==> src/sv/ksbc_pkg.sv <==
// Package with shared types and constants for the key speed-step brake controller.
`default_nettype none
package ksbc_pkg;

  localparam int unsigned CfgAddrW = 5;
  localparam int unsigned CfgDataW = 32;
  localparam int unsigned RegIdxW  = 3;

  // Register indexes on the configuration port (byte address = 4 * index).
  localparam logic [RegIdxW-1:0] REG_START_SPEED    = 3'd0;
  localparam logic [RegIdxW-1:0] REG_STEP_SPEED     = 3'd1;
  localparam logic [RegIdxW-1:0] REG_MAX_SPEED      = 3'd2;
  localparam logic [RegIdxW-1:0] REG_LOCK_TIME      = 3'd3;
  localparam logic [RegIdxW-1:0] REG_HOLD_THRESHOLD = 3'd4;

  localparam logic [9:0]  START_SPEED_RST    = 10'd30;
  localparam logic [9:0]  STEP_SPEED_RST     = 10'd10;
  localparam logic [9:0]  MAX_SPEED_RST      = 10'd200;
  localparam logic [15:0] LOCK_TIME_RST      = 16'd250;
  localparam logic [14:0] HOLD_THRESHOLD_RST = 15'd10;

  // Absolute ceiling for the target clamp.
  localparam logic [9:0] TARGET_LIMIT = 10'd1000;

  // Phase codes as reported on the result channel.
  localparam logic [1:0] PHASE_CODE_POWERON = 2'd0;
  localparam logic [1:0] PHASE_CODE_RUN     = 2'd1;
  localparam logic [1:0] PHASE_CODE_WAIT    = 2'd2;

  typedef enum logic [2:0] {
    PH_POWERON = 3'b001,
    PH_RUN     = 3'b010,
    PH_WAIT    = 3'b100
  } phase_t;

  typedef struct packed {
    logic [9:0]  start_speed;
    logic [9:0]  step_speed;
    logic [9:0]  max_speed;
    logic [15:0] lock_time;
    logic [14:0] hold_threshold;
  } cfg_t;

  typedef struct packed {
    logic               up_pressed;
    logic               down_pressed;
    logic               drive_ready;
    logic signed [15:0] measured_speed;
    logic               ms_tick;
  } in_item_t;

  typedef struct packed {
    logic signed [10:0] target_speed;
    logic               hold_mode;
    logic               ramp_enable;
    logic               ramp_reset;
    logic               capture_angle;
    logic [1:0]         phase;
  } out_item_t;

endpackage
`default_nettype wire

==> src/sv/ksbc_if.sv <==
// Valid/ready channel interfaces for the input items and the result items.
`default_nettype none
interface ksbc_in_if;
  logic               valid;
  logic               ready;
  logic               up_pressed;
  logic               down_pressed;
  logic               drive_ready;
  logic signed [15:0] measured_speed;
  logic               ms_tick;

  modport source (output valid, output up_pressed, output down_pressed, output drive_ready,
                  output measured_speed, output ms_tick, input ready);
  modport sink   (input valid, input up_pressed, input down_pressed, input drive_ready,
                  input measured_speed, input ms_tick, output ready);
endinterface

interface ksbc_out_if;
  logic               valid;
  logic               ready;
  logic signed [10:0] target_speed;
  logic               hold_mode;
  logic               ramp_enable;
  logic               ramp_reset;
  logic               capture_angle;
  logic [1:0]         phase;

  modport source (output valid, output target_speed, output hold_mode, output ramp_enable,
                  output ramp_reset, output capture_angle, output phase, input ready);
  modport sink   (input valid, input target_speed, input hold_mode, input ramp_enable,
                  input ramp_reset, input capture_angle, input phase, output ready);
endinterface
`default_nettype wire

==> src/sv/ksbc_cfg.sv <==
// APB-style configuration register file for the controller settings.
`default_nettype none
module ksbc_cfg (
  input  wire logic                             clk,
  input  wire logic                             rst_n,
  input  wire logic                             psel,
  input  wire logic                             penable,
  input  wire logic                             pwrite,
  input  wire logic [ksbc_pkg::CfgAddrW-1:0]    paddr,
  input  wire logic [ksbc_pkg::CfgDataW-1:0]    pwdata,
  output      logic [ksbc_pkg::CfgDataW-1:0]    prdata,
  output      logic                             pready,
  output      ksbc_pkg::cfg_t                   cfg
);

  ksbc_pkg::cfg_t                    cfg_r;
  logic                              wr_en;
  logic [ksbc_pkg::RegIdxW-1:0]      reg_idx;

  assign pready  = 1'b1;
  assign wr_en   = psel & penable & pwrite;
  assign reg_idx = paddr[ksbc_pkg::CfgAddrW-1:2];
  assign cfg     = cfg_r;

  always_ff @(posedge clk) begin
    if (!rst_n) begin
      cfg_r.start_speed    <= ksbc_pkg::START_SPEED_RST;
      cfg_r.step_speed     <= ksbc_pkg::STEP_SPEED_RST;
      cfg_r.max_speed      <= ksbc_pkg::MAX_SPEED_RST;
      cfg_r.lock_time      <= ksbc_pkg::LOCK_TIME_RST;
      cfg_r.hold_threshold <= ksbc_pkg::HOLD_THRESHOLD_RST;
    end else if (wr_en) begin
      unique case (reg_idx)
        ksbc_pkg::REG_START_SPEED:    cfg_r.start_speed    <= pwdata[9:0];
        ksbc_pkg::REG_STEP_SPEED:     cfg_r.step_speed     <= pwdata[9:0];
        ksbc_pkg::REG_MAX_SPEED:      cfg_r.max_speed      <= pwdata[9:0];
        ksbc_pkg::REG_LOCK_TIME:      cfg_r.lock_time      <= pwdata[15:0];
        ksbc_pkg::REG_HOLD_THRESHOLD: cfg_r.hold_threshold <= pwdata[14:0];
        default: ;
      endcase
    end
  end

  always_comb begin
    unique case (reg_idx)
      ksbc_pkg::REG_START_SPEED:    prdata = {22'd0, cfg_r.start_speed};
      ksbc_pkg::REG_STEP_SPEED:     prdata = {22'd0, cfg_r.step_speed};
      ksbc_pkg::REG_MAX_SPEED:      prdata = {22'd0, cfg_r.max_speed};
      ksbc_pkg::REG_LOCK_TIME:      prdata = {16'd0, cfg_r.lock_time};
      ksbc_pkg::REG_HOLD_THRESHOLD: prdata = {17'd0, cfg_r.hold_threshold};
      default:                      prdata = '0;
    endcase
  end

endmodule
`default_nettype wire

==> src/sv/ksbc_core.sv <==
// Controller state and the single-pass step logic that turns one item into one result.
`default_nettype none
module ksbc_core (
  input  wire logic                clk,
  input  wire logic                rst_n,
  input  wire logic                step_en,
  input  wire ksbc_pkg::cfg_t      cfg,
  input  wire ksbc_pkg::in_item_t  item,
  output      ksbc_pkg::out_item_t result
);

  ksbc_pkg::phase_t   phase_r, phase_nxt;
  logic signed [10:0] target_r, target_nxt;
  logic               brake_r, brake_nxt;
  logic               ramp_r, ramp_nxt;
  logic               hold_r, hold_nxt;
  logic [15:0]        lock_r, lock_nxt;

  logic [16:0]        speed_mag;
  logic               hold_fire;
  logic [9:0]         limit;
  logic signed [11:0] lim_s;
  logic signed [11:0] step_base;
  logic signed [11:0] step_val;
  logic signed [11:0] step_clamped;
  logic               up_only;
  logic               prst;
  logic               do_brake;
  logic               do_step;
  logic [15:0]        lock_mid;
  logic [1:0]         phase_code;

  always_comb begin
    speed_mag = item.measured_speed[15] ? 17'(-$signed({item.measured_speed[15],
                                                        item.measured_speed}))
                                        : {1'b0, item.measured_speed};
    hold_fire = brake_r && (speed_mag <= {2'b00, cfg.hold_threshold});
    limit     = (cfg.max_speed > ksbc_pkg::TARGET_LIMIT) ? ksbc_pkg::TARGET_LIMIT
                                                         : cfg.max_speed;
    lim_s     = $signed({2'b00, limit});
  end

  // Pending-brake check runs first; the phase action sees its updated flags.
  always_comb begin
    phase_nxt  = phase_r;
    target_nxt = target_r;
    brake_nxt  = hold_fire ? 1'b0 : brake_r;
    hold_nxt   = hold_r | hold_fire;
    ramp_nxt   = ramp_r | hold_fire;
    prst       = hold_fire;
    lock_mid   = lock_r;
    do_brake   = 1'b0;
    do_step    = 1'b0;
    up_only    = item.up_pressed;

    unique case (phase_r)
      ksbc_pkg::PH_POWERON: begin
        if (item.drive_ready) begin
          ramp_nxt   = 1'b0;
          target_nxt = '0;
          phase_nxt  = ksbc_pkg::PH_RUN;
        end
      end
      ksbc_pkg::PH_RUN: begin
        do_brake = item.up_pressed & item.down_pressed;
        do_step  = item.up_pressed ^ item.down_pressed;
      end
      ksbc_pkg::PH_WAIT: begin
        if (lock_r == '0) begin
          if (!item.up_pressed && !item.down_pressed) begin
            phase_nxt = ksbc_pkg::PH_RUN;
          end
          do_brake = item.up_pressed & item.down_pressed;
        end
      end
      default: ;
    endcase

    // From a stopped ramp the key picks the sign of the start speed.
    if (target_r == '0 && !ramp_nxt) begin
      step_base = up_only ? $signed({2'b00, cfg.start_speed})
                          : -$signed({2'b00, cfg.start_speed});
      step_val  = step_base;
    end else begin
      step_base = {target_r[10], target_r};
      step_val  = up_only ? step_base + $signed({2'b00, cfg.step_speed})
                          : step_base - $signed({2'b00, cfg.step_speed});
    end
    if (step_val > lim_s) begin
      step_clamped = lim_s;
    end else if (step_val < -lim_s) begin
      step_clamped = -lim_s;
    end else begin
      step_clamped = step_val;
    end

    if (do_brake) begin
      target_nxt = '0;
      hold_nxt   = 1'b0;
      prst       = 1'b1;
      ramp_nxt   = 1'b1;
      brake_nxt  = 1'b1;
      lock_mid   = cfg.lock_time;
      phase_nxt  = ksbc_pkg::PH_WAIT;
    end else if (do_step) begin
      prst       = prst | ~ramp_nxt;
      brake_nxt  = 1'b0;
      target_nxt = step_clamped[10:0];
      hold_nxt   = 1'b0;
      ramp_nxt   = 1'b1;
      lock_mid   = cfg.lock_time;
      phase_nxt  = ksbc_pkg::PH_WAIT;
    end

    lock_nxt = (item.ms_tick && lock_mid != '0) ? lock_mid - 16'd1 : lock_mid;
  end

  always_comb begin
    unique case (phase_nxt)
      ksbc_pkg::PH_POWERON: phase_code = ksbc_pkg::PHASE_CODE_POWERON;
      ksbc_pkg::PH_RUN:     phase_code = ksbc_pkg::PHASE_CODE_RUN;
      ksbc_pkg::PH_WAIT:    phase_code = ksbc_pkg::PHASE_CODE_WAIT;
      default:              phase_code = ksbc_pkg::PHASE_CODE_POWERON;
    endcase
    result.target_speed  = target_nxt;
    result.hold_mode     = hold_nxt;
    result.ramp_enable   = ramp_nxt;
    result.ramp_reset    = prst;
    result.capture_angle = hold_fire;
    result.phase         = phase_code;
  end

  always_ff @(posedge clk) begin
    if (!rst_n) begin
      phase_r  <= ksbc_pkg::PH_POWERON;
      target_r <= '0;
      brake_r  <= 1'b0;
      ramp_r   <= 1'b0;
      hold_r   <= 1'b0;
      lock_r   <= '0;
    end else if (step_en) begin
      phase_r  <= phase_nxt;
      target_r <= target_nxt;
      brake_r  <= brake_nxt;
      ramp_r   <= ramp_nxt;
      hold_r   <= hold_nxt;
      lock_r   <= lock_nxt;
    end
  end

endmodule
`default_nettype wire

==> src/sv/key_speed_step_brake_control_top.sv <==
// Key speed-step brake controller: input register, step logic and result register.
//
// Each input item is one control call: two key levels, a drive-ready flag, the
// measured speed and a millisecond tick. Each item yields exactly one result item
// with the target speed, hold mode, ramp flags, capture pulse and phase.
// Channels are valid/ready; an item moves when valid and ready are both high.
// An accepted item lands in the input register; when it advances, the step logic
// updates the controller state and loads the result register, which offers the
// result. The block takes one item per cycle as long as the receiver keeps
// ready high; the result register and the input register are each one item deep.
// When the receiver stalls, the result holds and the input register keeps its
// item, and in_ch.ready drops once both are full.
// Reset (rst_n low, synchronous) empties both registers, puts the controller in
// the power-on phase with a zero target, and loads the register defaults.
// Settings are written over the APB-style port at byte address 4 * index; the user
// must write them only while no item is in flight: the block does not enforce it.
`default_nettype none
module key_speed_step_brake_control_top (
  input  wire logic                          clk,
  input  wire logic                          rst_n,
  ksbc_in_if.sink                            in_ch,
  ksbc_out_if.source                         out_ch,
  input  wire logic                          psel,
  input  wire logic                          penable,
  input  wire logic                          pwrite,
  input  wire logic [ksbc_pkg::CfgAddrW-1:0] paddr,
  input  wire logic [ksbc_pkg::CfgDataW-1:0] pwdata,
  output      logic [ksbc_pkg::CfgDataW-1:0] prdata,
  output      logic                          pready
);

  ksbc_pkg::cfg_t      cfg;
  ksbc_pkg::in_item_t  in_item_r;
  ksbc_pkg::out_item_t result;
  ksbc_pkg::out_item_t out_item_r;
  logic                in_valid_r;
  logic                out_valid_r;
  logic                advance;
  logic                in_take;

  assign advance      = in_valid_r & (~out_valid_r | out_ch.ready);
  assign in_ch.ready  = ~in_valid_r | advance;
  assign in_take      = in_ch.valid & in_ch.ready;

  ksbc_cfg u_cfg (
    .clk     (clk),
    .rst_n   (rst_n),
    .psel    (psel),
    .penable (penable),
    .pwrite  (pwrite),
    .paddr   (paddr),
    .pwdata  (pwdata),
    .prdata  (prdata),
    .pready  (pready),
    .cfg     (cfg)
  );

  ksbc_core u_core (
    .clk     (clk),
    .rst_n   (rst_n),
    .step_en (advance),
    .cfg     (cfg),
    .item    (in_item_r),
    .result  (result)
  );

  always_ff @(posedge clk) begin
    if (!rst_n) begin
      in_valid_r  <= 1'b0;
      out_valid_r <= 1'b0;
    end else begin
      if (in_take) begin
        in_valid_r <= 1'b1;
      end else if (advance) begin
        in_valid_r <= 1'b0;
      end
      if (advance) begin
        out_valid_r <= 1'b1;
      end else if (out_ch.ready) begin
        out_valid_r <= 1'b0;
      end
    end
  end

  always_ff @(posedge clk) begin
    if (in_take) begin
      in_item_r.up_pressed     <= in_ch.up_pressed;
      in_item_r.down_pressed   <= in_ch.down_pressed;
      in_item_r.drive_ready    <= in_ch.drive_ready;
      in_item_r.measured_speed <= in_ch.measured_speed;
      in_item_r.ms_tick        <= in_ch.ms_tick;
    end
    if (advance) begin
      out_item_r <= result;
    end
  end

  assign out_ch.valid         = out_valid_r;
  assign out_ch.target_speed  = out_item_r.target_speed;
  assign out_ch.hold_mode     = out_item_r.hold_mode;
  assign out_ch.ramp_enable   = out_item_r.ramp_enable;
  assign out_ch.ramp_reset    = out_item_r.ramp_reset;
  assign out_ch.capture_angle = out_item_r.capture_angle;
  assign out_ch.phase         = out_item_r.phase;

endmodule
`default_nettype wire
==> src/flat_wrapper.sv <==
// flat-port wrapper written by rule: the top's interface ports become plain ports
module key_speed_step_brake_control_top_flat 
  (clk, rst_n, psel, penable, pwrite, paddr, pwdata, prdata, pready, in_ch_valid, in_ch_up_pressed, in_ch_down_pressed, in_ch_drive_ready, in_ch_measured_speed, in_ch_ms_tick, in_ch_ready, out_ch_valid, out_ch_target_speed, out_ch_hold_mode, out_ch_ramp_enable, out_ch_ramp_reset, out_ch_capture_angle, out_ch_phase, out_ch_ready);
  ksbc_in_if in_ch_i ();
  ksbc_out_if out_ch_i ();
  input  wire logic clk;
  input  wire logic rst_n;
  input  wire logic psel;
  input  wire logic penable;
  input  wire logic pwrite;
  input  wire logic [ksbc_pkg::CfgAddrW-1:0] paddr;
  input  wire logic [ksbc_pkg::CfgDataW-1:0] pwdata;
  output      logic [ksbc_pkg::CfgDataW-1:0] prdata;
  output      logic pready;
  input wire logic [$bits(in_ch_i.valid)-1:0] in_ch_valid;
  input wire logic [$bits(in_ch_i.up_pressed)-1:0] in_ch_up_pressed;
  input wire logic [$bits(in_ch_i.down_pressed)-1:0] in_ch_down_pressed;
  input wire logic [$bits(in_ch_i.drive_ready)-1:0] in_ch_drive_ready;
  input wire logic [$bits(in_ch_i.measured_speed)-1:0] in_ch_measured_speed;
  input wire logic [$bits(in_ch_i.ms_tick)-1:0] in_ch_ms_tick;
  output wire logic [$bits(in_ch_i.ready)-1:0] in_ch_ready;
  output wire logic [$bits(out_ch_i.valid)-1:0] out_ch_valid;
  output wire logic [$bits(out_ch_i.target_speed)-1:0] out_ch_target_speed;
  output wire logic [$bits(out_ch_i.hold_mode)-1:0] out_ch_hold_mode;
  output wire logic [$bits(out_ch_i.ramp_enable)-1:0] out_ch_ramp_enable;
  output wire logic [$bits(out_ch_i.ramp_reset)-1:0] out_ch_ramp_reset;
  output wire logic [$bits(out_ch_i.capture_angle)-1:0] out_ch_capture_angle;
  output wire logic [$bits(out_ch_i.phase)-1:0] out_ch_phase;
  input wire logic [$bits(out_ch_i.ready)-1:0] out_ch_ready;
  assign in_ch_i.valid = in_ch_valid;
  assign in_ch_i.up_pressed = in_ch_up_pressed;
  assign in_ch_i.down_pressed = in_ch_down_pressed;
  assign in_ch_i.drive_ready = in_ch_drive_ready;
  assign in_ch_i.measured_speed = in_ch_measured_speed;
  assign in_ch_i.ms_tick = in_ch_ms_tick;
  assign in_ch_ready = in_ch_i.ready;
  assign out_ch_valid = out_ch_i.valid;
  assign out_ch_target_speed = out_ch_i.target_speed;
  assign out_ch_hold_mode = out_ch_i.hold_mode;
  assign out_ch_ramp_enable = out_ch_i.ramp_enable;
  assign out_ch_ramp_reset = out_ch_i.ramp_reset;
  assign out_ch_capture_angle = out_ch_i.capture_angle;
  assign out_ch_phase = out_ch_i.phase;
  assign out_ch_i.ready = out_ch_ready;
  key_speed_step_brake_control_top u_core (.clk(clk), .rst_n(rst_n), .in_ch(in_ch_i), .out_ch(out_ch_i), .psel(psel), .penable(penable), .pwrite(pwrite), .paddr(paddr), .pwdata(pwdata), .prdata(prdata), .pready(pready));
endmodule
==> config.mk <==
export PLATFORM = sky130hd
export DESIGN_NAME = key_speed_step_brake_control_top_flat
export DESIGN_NICKNAME = d
export VERILOG_FILES = /design/src/sv/ksbc_pkg.sv /design/src/sv/ksbc_if.sv /design/src/sv/ksbc_cfg.sv /design/src/sv/ksbc_core.sv /design/src/sv/key_speed_step_brake_control_top.sv /design/src/flat_wrapper.sv
export SDC_FILE = /design/constraint.sdc
export NUM_CORES = 1
export LEC_CHECK = 0
export BUFFER_PORTS_ARGS = -buffer_cell sky130_fd_sc_hd__clkbuf_2
export CAP_MARGIN = 25
export CORE_UTILIZATION = 45
export CTS_CLUSTER_SIZE = 30
export DETAILED_ROUTE_END_ITERATION = 16
export PLACE_DENSITY = 0.69
export SYNTH_ARGS = -nofsm -noshare
export SYNTH_HDL_FRONTEND = slang
export SYNTH_SLANG_ARGS = --single-unit
==> constraint.sdc <==
create_clock -name clk -period 7.4 [get_ports clk]
set_input_delay 0.74 -clock clk [delete_from_list [all_inputs] [get_ports clk]]
set_output_delay 0.74 -clock clk [all_outputs]
set_load 0.01 [all_outputs]
==> reports/metrics.cfg, run 1 <==
[die]
rows=51
die_h_um=144.3
initial_core_util=0.4639
core_mm2=0.01965
io_pins=116
die_width_um=144.3
die_area_mm2=0.02083

[power]
power_density_mw_per_mm2=266.9
switching_power_mw=1.007
swShare=0.3675
ir_drop_uv=172.2
power.internal_mw=1.734
p_leak_nw=3.942
clkPwrFrac=0.318
seqPwrFrac=0.313
comb_power_share=0.369

[synthesis]
synth_top_area_share=0.2108
synth-edff-count=37
synth.most_common_cell=nand2_1
ys_seq_area_frac=0.3326
synth_cells=1092
ys_types=81
synth_top_cell_by_area=dfxtp_1
synth_area_leaders=dfxtp_1 (21%), edfxtp_1 (12%), ha_1 (7.4%), nand2_1 (6.6%), mux2i_1 (4.6%)
synth.cell_area_mm2=0.009117
synth_common_cells=nand2_1 (160), dfxtp_1 (96), a21oi_1 (74)
syn_avg_cell_area_um2=8.349
yosysWarnings=0
async_flop_share=0
synthFlopType=dfxtp_1
synth-seq-cells=133

[timing]
setup_viol=0
finalSetupTns_ps=0
hold_slack_ps=456.1
tightestPinTransition_ps=860.5
rsz0062_at_grt=false
relSlewSlack=0.4249
skew_ps=8.444
hold_viol=0
finalMaxSlewViolations=0
post-route-period-util=0.8864
fmax_mhz=152.5
worst_slack_ps=840.5
period_minus_slack_ps=6559

[detailed_routing]
wl_per_cell_um=17.51
initialDrtViolationCount=647
drcViolationCount=0
antenna_left=0
wl_mm=24.99
viasPerCell=5.781
firstDrtPassIters=5
vias=8250

[critical_path]
crit_type=flop to flop
cp-start-kind=flop
critPathRequiredTime_ps=7700
reg2reg_depth=22
slowest_delay_ps=470
crit_buf_inv=1
r2r-start=u_core.in_item_r[6]
critPathSlowestCell=nor4_1
worstPathArrival_ps=6860
crit_cells=22
cp_max_fo=9
crit_chain=nor4_1 -> nand2_1 -> o41ai_1 -> xnor2_1 -> ha_1 -> a2111oi_0 -> o21ai_0 -> a22oi_1 -> a211oi_2 -> or2_2 -> mux2i_1 -> ha_1 -> nor2b_1 -> o211ai_1 -> a31oi_1 -> o31ai_1 -> nor4_1 -> a211oi_4 -> buf_4 -> mux2i_1 -> o32ai_1 -> a22o_1
startpoint=u_core.in_item_r[6]
cp-end-kind=flop
cp_top_family=compound AO/OA/AOI/OAI gates

[layout]
n_fill_cell=1868
syn2layout_area_growth_pct=12.65
drive_gt1_frac=0.1429
nets=1268
final_cell_area_mm2=0.01027
antenna_cells=0

[clock_network]
cts_tree=done
clock_latency_ps=430
ctsRootBufferMaster=clkbuf_16
h-tree-depth=4
clockBufferDepth=2
clk_pin_slew_worst_paths_ps=60
cts_resized=0
cts_buffers=17
cts_setup_buffers=0
postCtsHoldBufs=0
clock_sinks=133

[worst_hold_path]
hold_path.class=flop to flop
whs_path_depth=2
worstHoldStart=u_core.u_core.hold_r

[placement]
dpl.hpwl_mm=18.59
postPlaceCellArea_mm2=0.009662
routabilityCongestion=0.9449
io_buffer_count=80
dpl_worst_slack_ps=923.8

[grt]
grt_antenna_before_repair=0
globalRouteOverflowTotal=0
grt_max_degree=51
grt_pass1_wl_mm=39.85
gr-usage-all-layers=0.2497
grt_pass1_vias=7547

[flow_run]
maxCapViolCount=0

[status]
outcome=complete, no violations

## sequential cells by signal, summed over array words and instances (netlist names)
register / flops
u_core.u_cfg.cfg: 61
u_core.in_item_r: 20
u_core.u_core.lock_r: 16
u_core.out_ch.target_speed: 11
u_core.u_core.target_r: 11
u_core.u_core.phase_r: 3
u_core.out_ch.phase: 2
u_core.in_valid_r: 1
u_core.out_ch.capture_angle: 1
u_core.out_ch.hold_mode: 1
u_core.out_ch.ramp_enable: 1
u_core.out_ch.ramp_reset: 1
u_core.out_ch.valid: 1
u_core.u_core.brake_r: 1
u_core.u_core.hold_r: 1
u_core.u_core.ramp_r: 1
## stage by stage
| step | total power, mW | util | cells |
|---|---|---|---|
| CTS | 2.738 | 0.5218 | 1426 |
| global route | 2.895 | 0.5226 | 1427 |
| detailed placement | 1.870 | 0.4916 | 1394 |
| global placement | 1.852 | 0.4905 | 1392 |
| finish | 2.741 | 0.5226 | 1427 |
| floorplan | 1.694 | - | 1107 |
## layout by cell type, fill, tap and decap left out, types with 37 or more instances in the layout
master    count
nand2_1     160
edfxtp_1     37
o21ai_0      60
dfxtp_1      96
ha_1         54
clkbuf_2     80
mux2i_1      42
nor2_1       67
xnor2_1      37
inv_1        47
a21oi_1      74
## layer usage
layer / track usage / routed length [um]
met1: 0.3342 / 11620
met4: 0.07645 / 412
met5: 0 / 0
met3: 0.06258 / 2006
met2: 0.3932 / 10950
## cell type report
type / count / area, um^2 / area share
multi-input combinational: 856 / 5619 / 0.5471
tap: 265 / 331.6 / 0.03228
sequential: 133 / 3033 / 0.2953
clock inverter: 15 / 168.9 / 0.01645
timing repair buffer: 93 / 513.0 / 0.04995
clock buffer: 17 / 425.4 / 0.04142
inverter: 48 / 180.2 / 0.01754
## power by group through the flow
stage / Sequential (mW) / Combinational (mW) / Clock, mW
after floorplan: 0.856 / 0.838 / 0
after CTS: 0.855 / 1.01 / 0.877
final: 0.857 / 1.01 / 0.872
after global placement: 0.869 / 0.983 / 0
after global routing: 0.863 / 1.13 / 0.906
after detailed placement: 0.870 / 0.999 / 0
## kinds of logic (layout without fill, tap and decap cells)
kind of cell | after synthesis | after routing | synth area share
flip-flops | 133 | 133 | 0.3326
AND/OR/NAND/NOR | 388 | 388 | 0.2071
multiplexers | 57 | 57 | 0.06546
XOR/XNOR | 52 | 52 | 0.04995
AO/OA/AOI/OAI | 287 | 287 | 0.2098
other | 2 | 17 | 0.0008237
buffers and inverters | 118 | 173 | 0.05791
adder cells (fa/ha/maj) | 55 | 55 | 0.07630
## tightest hold or removal path, delay by kind of cell, from the launching register on
family	cells	cell delay [ps]
flops	1	310
simple gates	1	50
compound gates	1	50
## final timing paths
path                                   endpoint  slack (ps)
setup / recovery  u_core.out_ch.target_speed[2]         840
hold / removal             u_core.u_core.hold_r         460
setup reg to reg  u_core.out_ch.target_speed[2]         840
hold reg to reg            u_core.u_core.hold_r         460
(Power assumes the default switching activity.)
==> run 2: changes to the inputs <==
- PLACE_DENSITY: 0.69 -> 0.71
- clock period: 7.4 -> 5.6 ns (I/O delays scaled with it)
==> run 2 against run 1 <==
Net effect:
- the flow now finishes with violations (negative setup slack)
- sequential cell count unchanged
- sequential power is 32% higher
- register-to-register slack worse by 920 ps
- combinational power increased by 47%
==> reports/metrics.cfg, run 2 (synthesis results as in run 1) <==
[critical_path]
critPathRequiredTime_ps=5780  ; -1920 ps
critPathSlowestCell=edfxtp_1
crit_type=flop to flop
slowest_delay_ps=430  ; -40 ps
r2r-start=u_core.in_item_r[12]
reg2reg_slack_ps=-80  ; -920 ps
worstPathArrival_ps=5860  ; -1000 ps
cp-start-kind=flop
reg2reg_depth=25  ; +14%
cp_max_fo=7  ; -2
cp-end-kind=flop
critical_path.reg2reg.endpoint=u_core.out_ch.target_speed[4]

[layout]
fin_cells=1494  ; +4.7%
final_cell_area_mm2=0.01121  ; +9.1%
nets=1335  ; +5.3%
syn2layout_area_growth_pct=22.90
drive_gt1_frac=0.2343  ; +0.09148
largest_reg_flops=61  ; unchanged
antenna_cells=0  ; unchanged
mostFrequentLayoutCells=nand2_1 (156), dfxtp_1 (96), clkbuf_2 (80)
final_common_cell=nand2_1
fin_util=0.5702  ; +0.04756

[placement]
io_buffer_count=80  ; unchanged
postPlaceCellArea_mm2=0.01008  ; +4.3%
dpl.hpwl_mm=19.13  ; +2.9%
routabilityCongestion=0.9418  ; -0.33%
dp_cells=1448  ; +3.9%

[grt]
globalRouteOverflowTotal=0  ; unchanged
grt_max_degree=51  ; unchanged
grt_pass1_vias=7712  ; +2.2%
gr-usage-all-layers=0.2546  ; +0.004904
grt_pass1_wl_mm=40.62  ; +1.9%
grt_antenna_before_repair=0  ; unchanged

[clock_network]
clock_latency_ps=440  ; about the same
clockBufferDepth=2  ; unchanged
clock_sinks=133  ; unchanged
clk_pin_slew_worst_paths_ps=60  ; about the same
h-tree-depth=4  ; unchanged
cts_tree=done
cts_buffers=17  ; unchanged
ctsRootBufferMaster=clkbuf_16
postCtsHoldBufs=0  ; unchanged

[flow_run]
maxCapViolCount=0  ; unchanged

[power]
p_leak_nw=4.344  ; +10%
ir_drop_uv=270.9  ; +57%
p_total_mw=3.660  ; +34%
power_density_mw_per_mm2=326.7  ; +22%

[die]
io_pins=116  ; unchanged
core_mm2=0.01965  ; unchanged
initial_core_util=0.4639  ; unchanged
die_h_um=144.3  ; unchanged
die_area_mm2=0.02083  ; unchanged
rows=51  ; unchanged
die_width_um=144.3  ; unchanged

[detailed_routing]
firstDrtPassIters=5  ; unchanged
vias=8685  ; +5.3%
drcViolationCount=0  ; unchanged
initialDrtViolationCount=664  ; +2.6%
viasPerCell=5.813  ; +0.55%
wl_mm=26.75  ; +7.0%
wl_per_cell_um=17.90  ; +2.2%
antenna_left=0  ; unchanged

[timing]
relSlewSlack=0.3136  ; -0.1114
hold_viol=0  ; unchanged
post-route-period-util=1.014  ; +0.1278
period_minus_slack_ps=5680  ; -879.7 ps
worst_slack_ps=-79.81  ; -920.3 ps
finalMaxSlewViolations=0  ; unchanged
fmax_mhz=176.1  ; +15%
skew_ps=11.84  ; +3.399 ps
rsz0062_at_grt=true
tightestPinTransition_ps=1026  ; +165.3 ps
setup_viol=9  ; +9

[status]
outcome=finished with violations
violations=negative setup slack

[worst_hold_path]
worstHoldEndpoint=u_core.in_item_r[16]
worstHoldStart=in_ch_measured_speed[15]
whs_path_depth=1  ; -1
hold_path.class=input port to flop

## run 2: cell types whose count changed in the layout (fill, tap and decap cells not counted), sizes merged
cell / previous run / this run
clkbuf: 97 / 99
clkinvlp: 1 / 0
clkinv: 5 / 7
bufinv: 2 / 0
inv: 55 / 54
buf: 13 / 80
## run 2: repair_timing
action | in CTS | in global routing
endpoints found under the setup margin | 22 | 22
buffers inserted | 2 | 13
cloned | 0 | 0
pin swaps | 4 | 25
resized for setup | 22 | 79
## run 2: report_power, final
| part | total (mW) | internal (mW) | switching (mW) |
|---|---|---|---|
| registers | 1.13 | 1.06 | 0.0762 |
| clock network | 1.05 | 0.597 | 0.455 |
| logic | 1.48 | 0.641 | 0.836 |
| total | 3.66 | 2.29 | 1.37 |
## run 2: layout make-up
type	count	area [um^2]
repair buffers	160	1067
multi-input cells	856	6046
clock buffers	19	454.2
clock inverters	13	93.84
fillers	1763	8448
inverters	48	180.2
well taps	265	331.6
flip-flops and latches	133	3033
## run 2: metrics by stage
stage                     worst slack (ps)  hold slack [ps]  TNS (ps)
after floorplan                      135.5            436.3         0
after global placement              -328.9            442.0     -3772
after detailed placement            -440.1            449.3     -6093
after CTS                            18.09            294.3         0
after global routing                -202.9            289.5     -2512
final                               -79.81            294.2    -457.8
## run 2: worst max-delay path: cells and delay by family, from the launching register on
| kind | cells | cell delay (ps) |
|---|---|---|
| buffers and inverters | 4 | 520 |
| xor gates and xnor gates | 1 | 130 |
| DFF | 1 | 430 |
| adders and majority gates | 2 | 540 |
| AOI/OAI and AO/OA | 8 | 1840 |
| muxes | 3 | 580 |
| and+or+nand+nor | 7 | 1400 |
## run 2: how the worst max path moves through the flow
stage                    startpoint  cells after the start                             to  slack, ps
3_3_place_gp    u_core.in_item_r[1]                     26  u_core.out_ch.target_speed[7]       -330
3_5_place_dp    u_core.in_item_r[8]                     23  u_core.out_ch.target_speed[7]       -440
2_1_floorplan   u_core.in_item_r[6]                     23  u_core.out_ch.target_speed[1]        140
5_1_grt        u_core.in_item_r[12]                     22  u_core.out_ch.target_speed[9]       -200
6_report       u_core.in_item_r[12]                     25  u_core.out_ch.target_speed[4]        -80
4_1_cts         u_core.in_item_r[1]                     30  u_core.out_ch.target_speed[2]         20
## run 2: layer usage
metal	track usage	share of wire
met4	0.08199	0.024
met5	0	0
met1	0.3475	0.45
met3	0.04570	0.067
met2	0.4049	0.46
